`src/sv/bfa_pkg.sv`:
```
// Shared types and constants of the bitmap frame allocator.
package bfa_pkg;

   // Field widths of the request, response and register.
   localparam int OP_W       = 2;
   localparam int ADDR_W     = 32;
   localparam int RSP_ADDR_W = 27;
   localparam int STATUS_W   = 2;
   localparam int CFG_W      = 16;

   // Reset value of the managed frame count.
   localparam logic [CFG_W-1:0] CFG_RESET = 16'd32768;

   // Operation codes.
   localparam logic [OP_W-1:0] OP_ALLOC   = 2'd0;
   localparam logic [OP_W-1:0] OP_FREE    = 2'd1;
   localparam logic [OP_W-1:0] OP_RELEASE = 2'd2;
   localparam logic [OP_W-1:0] OP_RESERVE = 2'd3;

   // Response status codes.
   localparam logic [STATUS_W-1:0] ST_OK    = 2'd0;
   localparam logic [STATUS_W-1:0] ST_FULL  = 2'd1;
   localparam logic [STATUS_W-1:0] ST_RANGE = 2'd2;

   // Commands from the controller to the datapath.
   typedef struct packed {
      logic clear_write;
      logic accept;
      logic scan_issue;
      logic alloc_write;
      logic rmw_read;
      logic rmw_write;
      logic resp_full;
      logic resp_range;
   } bfa_cmd_type;

   // Status from the datapath to the controller.
   typedef struct packed {
      logic clear_last;
      logic op_is_alloc;
      logic hit;
      logic scan_empty;
      logic out_of_range;
   } bfa_sts_type;

endpackage

```
`src/sv/bfa_ctrl.sv`:
```
// Controller state machine of the bitmap frame allocator.
module bfa_ctrl
   import bfa_pkg::*;
(
   input  logic        clock,
   input  logic        reset,
   input  logic        start,
   input  bfa_sts_type sts,
   output bfa_cmd_type cmd,
   output logic        busy
);

   localparam logic [2:0] S_CLEAR  = 3'd0;
   localparam logic [2:0] S_IDLE   = 3'd1;
   localparam logic [2:0] S_SCAN   = 3'd2;
   localparam logic [2:0] S_ALLOC  = 3'd3;
   localparam logic [2:0] S_READ   = 3'd4;
   localparam logic [2:0] S_MODIFY = 3'd5;

   logic [2:0] state_ff;
   logic [2:0] state_in;

   // Next state and command decode.
   always_comb begin
      state_in = state_ff;
      cmd      = '0;
      unique case (state_ff)
         S_CLEAR: begin
            cmd.clear_write = 1'b1;
            if (sts.clear_last) begin
               state_in = S_IDLE;
            end
         end
         S_IDLE: begin
            if (start) begin
               cmd.accept = 1'b1;
               state_in   = sts.op_is_alloc ? S_SCAN : S_READ;
            end
         end
         S_SCAN: begin
            if (sts.hit) begin
               state_in = S_ALLOC;
            end else if (sts.scan_empty) begin
               cmd.resp_full = 1'b1;
               state_in      = S_IDLE;
            end else begin
               cmd.scan_issue = 1'b1;
            end
         end
         S_ALLOC: begin
            cmd.alloc_write = 1'b1;
            state_in        = S_IDLE;
         end
         S_READ: begin
            if (sts.out_of_range) begin
               cmd.resp_range = 1'b1;
               state_in       = S_IDLE;
            end else begin
               cmd.rmw_read = 1'b1;
               state_in     = S_MODIFY;
            end
         end
         S_MODIFY: begin
            cmd.rmw_write = 1'b1;
            state_in      = S_IDLE;
         end
         default: begin
            state_in = S_IDLE;
         end
      endcase
   end

   // State register; reset starts the clearing pass.
   always_ff @(posedge clock) begin
      if (reset) begin
         state_ff <= S_CLEAR;
      end else begin
         state_ff <= state_in;
      end
   end

   assign busy = (state_ff != S_IDLE);

endmodule

```
`config.mk`:
```
export PLATFORM = sky130hd
export DESIGN_NAME = bfa_ctrl
export DESIGN_NICKNAME = d
export VERILOG_FILES = /design/src/sv/bfa_pkg.sv /design/src/sv/bfa_ctrl.sv
export SDC_FILE = /design/constraint.sdc
export NUM_CORES = 1
export LEC_CHECK = 0
export BUFFER_PORTS_ARGS = -buffer_cell sky130_fd_sc_hd__buf_2
export CELL_PAD_IN_SITES_DETAIL_PLACEMENT = 1
export CELL_PAD_IN_SITES_GLOBAL_PLACEMENT = 1
export CORE_AREA = 8 8 45 47
export CTS_CLUSTER_SIZE = 40
export DETAILED_ROUTE_END_ITERATION = 12
export DIE_AREA = 0 0 53 55
export HOLD_SLACK_MARGIN = 0.1
export MAX_ROUTING_LAYER = met4
export PLACE_DENSITY_LB_ADDON = 0.1
export SLEW_MARGIN = 20
export SYNTH_ARGS = -nofsm -noshare
export SYNTH_HDL_FRONTEND = slang
export SYNTH_SLANG_ARGS = --single-unit
```
`constraint.sdc`:
```
create_clock -name clock -period 1.3 [get_ports clock]
set_input_delay 0.13 -clock clock [delete_from_list [all_inputs] [get_ports clock]]
set_output_delay 0.13 -clock clock [all_outputs]
set_load 0.01 [all_outputs]
```
### Yosys cells after proc, flatten, opt, wreduce, memory -nomap -nowiden

Index checks and enable logic that the tools add are counted.
W data, S select, Z words.

| operators by class | value |
|---|---|
| equality and inequality tests | 9 |
| multiplexer cells | 22 |
| reduce and logical (&&, ||, !) cells | 2 |

Operator list:

| cell | number |
|---|---|
| $mux W3 | 6 |
| $mux W1 | 15 |
| $pmux W3 S4 | 1 |
| $eq A3 B2 Y1 const B | 2 |
| $eq A3 B3 Y1 const B | 2 |
| $ne A2 B2 Y1 const B | 2 |
| $eq A3 B1 Y1 const B | 1 |
| $logic_not A3 Y1 | 1 |
| $ne A3 B1 Y1 const B | 1 |
| $ne A3 B3 Y1 const B | 1 |
| $reduce_and A3 Y1 | 1 |

| storage, ports and cells | value |
|---|---|
| register bits | 3 |

### Depth between registers and ports, before layout

| depth | value |
|---|---|
| word-level depth | 3 |
| depth in mapped cells | 4 |

### Worst setup path before layout

Ideal clock, no wire load.

| timing path | value |
|---|---|
| path kind | register -> register |
| start | register state_ff[0] |
| end | register state_ff[0] |
| setup time | 0.124 ns |
| arrival | 1.054 ns |
| data required time | 1.176 ns |
| slack | 0.123 ns |
| cell stages (with the launch flop) | 4 |
| buffers on the path | 0 |
| clock period less this slack | 1.177 ns |
| path through | dfxtp_1 -> or3b_1 -> nor2_2 -> a211oi_1 |

| between the ends | value |
|---|---|
| word-level cells in the longest chain between the ends | 3 |
| elaborated cells between the ends (all ways) | 9 |
| classes of those cells | eq/ne (6); mux (1); reduce/logical (2) |

RTL lines:

| item | line | text |
|---|---|---|
| from (decl) | bfa_ctrl.sv:20 | `logic [2:0] state_ff;` |
| from (signal assigned) | bfa_ctrl.sv:78 | `state_ff <= state_in;` |
| $eq A3 B2 Y1, or another cell as far along | bfa_ctrl.sv:27 | `unique case (state_ff)` |
| $ne A3 B3 Y1 (no line) or $ne A2 B2 Y1 (tied branches) | -- |  |
| $reduce_and A3 Y1 (no line) | -- |  |

Parallel ways exist; a longest one is shown, timed or not.
A chain may end at the register's enable or synchronous reset.

==> metrics.md <==
| Metric | Value |
|---|---|
| Final hold vios | `0` |
| Critical R2R Launch | `state_ff[0]` |
| Via Count | `approximately 350` |
| Worst Path Arrival | `1.23 ns` |
| Drt drc | `0` |
| Max Slew Vio Count | `0` |
| CTS root buffer | `clkbuf_4` |
| YS warnings | `0` |
| Clock Latency Late Sink | `approximately 0.24 ns` |
| Power Dens Cells | `a little under 800 mW/mm^2` |
| Slowest stage delay, CP | `~0.40 ns` |
| Starting density of the core | `~20%` |
| Top FF cell, synth | `dfxtp_1` |
| Global Route Usage Sum | `under 10%` |
| HP Class | `input pin to register` |
| Status | `finished, violations left` |
| Clk buf depth | `2` |
| Drt wl/cell | `about 14 um` |
| First-pass GRT wire length | `1640 um` |
| Synthesized cell area | `approximately 280 sq um` |
| Top Registers | `state_ff x3` |
| Vias in the first global route | `about 380` |
| Worst Hold Endpoint | `state_ff[2]` |
| H-tree Lvls | `1` |
| Net Count, Synth | `41` |
| Critical-path cell list | `or3b_4 -> nor2_4 -> buf_6` |
| Grt total ovfl | `0` |
| Die height | `55 um` |
| Layout cells sized above 1 | `a little over two thirds` |
| Worst vdd ir | `~0.35 mV` |
| Largest cells by area after synthesis | `dfxtp_1, nor4b_1, a211oi_1, a221oi_2, nand3b_1` |
| Failing checks | `negative setup slack` |
| Synth cell count leaders | `nor2_1, dfxtp_1` |
| Die Area | `around 0.0029 sq mm` |
| Worst Path Max Fanout | `5` |
| Dpl ws | `roughly 0.073 ns` |
| FMAX | `736 MHz` |
| R2r setup slk | `~0.070 ns` |
| Max Cap Violations | `0` |
| Max reg flops | `3` |
| RSZ-0062 raised after global routing | `yes` |
| Worst slew pin tran | `0.249 ns` |
| Final cycle utilization of the critical path | `105%` |
| Distinct cells, synth | `23` |
| Worst reg2reg endpoint | `state_ff[0]` |
| Diodes inserted | `0` |
| Crit path kind | `register to output pin` |
| CP bufs+invs | `1` |
| Min-Delay Path Depth | `4` |
| Final clock skew | `~0.00084 ns` |
| Crit-path slowest cell | `or3b_4` |
| CP startpoint kind | `register` |
| Antenna Nets Post-Route | `0` |
| Initial antenna violation count | `0` |
| Area growth syn-to-layout | `88.8%` |
| Post-synth EDFFs | `0` |
| Rows | `14` |
| Core area | `between 0.001 and 0.0015 sq mm` |
| Critical Path RT | `around 1.2 ns` |
| Post-Syn Instances | `33` |
| Ys async rst share | `0%` |
| Most flops, register | `state_ff` |
| Detail Placement HPWL | `782 um` |
| Port bufs | `16` |
| Drt pass-1 iters | `2` |
| Largest net degree at the start of global routing | `11` |
| Crit-path leading delay family | `simple AND/OR/NAND/NOR gates` |
| Clock tree sinks | `3` |
| Syn Area/Cell | `8.49 sq um` |
| R2R depth | `5` |
| Crit path time final | `approximately 1.4 ns` |
| Slew HR | `about 83%` |
| # setup viols final | `1` |
| Routed wire length | `~1100 um` |
| Io pins | `17` |
| Core Util, Final | `around two fifths` |
| Drt via density | `about 4.6` |
| Leakage | `around 0.24 nW` |
| Final worst slack | `-0.0592 ns` |
| Worst-path clk slew | `roughly 0.040 ns` |
| Min Hold Slack | `0.253 ns` |
| Layout fillers | `roughly 170` |
| Die X | `~53 um` |
| Largest area contributor in the netlist | `dfxtp_1` |
| Final TNS setup | `-0.0592 ns` |
| Total CTS buffers | `3` |
| Flops & latches, synth | `3` |
| Register area share after synthesis | `~21%` |
| Yosys top cell area share | `a little over a fifth` |
| CTS tree | `yes` |
| Most common cell in the netlist | `nor2_1` |
| Global placer's final weighted congestion | `0.695` |
| CP endpoint kind | `output pin` |
| Nets | `roughly 70` |
| Hold_sp | `sts[3]` |
| DRT iter0 DRCs | `3` |
==> layer usage <==
metal  up-vias  wire [um]  global-route usage [%]
met5         -          0                       -
met4         0          0                    2.59
met3         0         71                    1.87
met2        10        584                    12.1
met1       159        430                    8.50
li1        180          -                       -
==> how the worst max path moves through the flow <==
stage | end | slack [ns] | startpoint | cells after the start
final | cmd[6] | -0.06 | state_ff[0] | 3
after global routing | cmd[6] | -0.09 | state_ff[0] | 3
after CTS | cmd[6] | -0.07 | state_ff[0] | 3
after detailed placement | cmd[6] | 0.07 | state_ff[0] | 3
after global placement | cmd[6] | 0.12 | state_ff[2] | 3
after floorplan | state_ff[0] | 0.12 | state_ff[0] | 3
==> report_power, final <==
part | total (mW) | internal (mW) | switching [mW] | leakage [nW]
registers | 0.107 | 0.0975 | 0.00963 | 0.0264
clock network | 0.176 | 0.116 | 0.0600 | 0.0150
logic | 0.137 | 0.0755 | 0.0614 | 0.197
==> stage by stage <==
| stage | std cells | power (mW) | area, sq um |
|---|---|---|---|
| 3_5_place_dp | 67 | 0.209 | 397 |
| 2_1_floorplan | 33 | 0.166 | 280 |
| 3_3_place_gp | 67 | 0.208 | 397 |
| 5_1_grt | 76 | 0.440 | 529 |
| 6_report | 76 | 0.420 | 529 |
| 4_1_cts | 75 | 0.409 | 498 |
==> worst min-delay path, cell delays in order <==
cell and delay (ns):
buf_2 0.10, nor3b_2 0.04, o21ai_1 0.12, a211oi_1 0.06
==> logic make-up after synthesis <==
| group | synth area share [%] |
|---|---|
| buf+inv | 10.3 |
| mux | 3.57 |
| compound gates | 18.3 |
| flops | 21.4 |
| simple gates | 46.4 |
==> repair_timing <==
action	CTS	global route
gates cloned	0	0
setup endpoints to repair	7	7
setup buffers	3	1
pin swaps	4	3
hold buffers	1	0
gates resized for setup	11	5
endpoints found under the hold margin	1	0
==> cell type report <==
class	count	area (sq um)	share of cell area, %
Sequential cell	3	68.8	13.0
Clock buffer	4	26.3	4.96
Inverter	2	7.51	1.42
Multi-Input combinational cell	25	229	43.3
Timing Repair Buffer	26	178	33.6
Tap cell	16	20.0	3.78
==> placed cells by master (no fill, tap or decap), types with 2 or more instances in the layout <==
| master | count |
|---|---|
| buf_4 | 7 |
| nor2_1 | 4 |
| buf_2 | 14 |
| dfxtp_4 | 2 |
| inv_1 | 2 |
| buf_6 | 4 |
| nand3b_1 | 2 |
| a211oi_1 | 2 |
| clkbuf_4 | 3 |
| nor4b_2 | 2 |
Power figures use the tool's default switching activity.
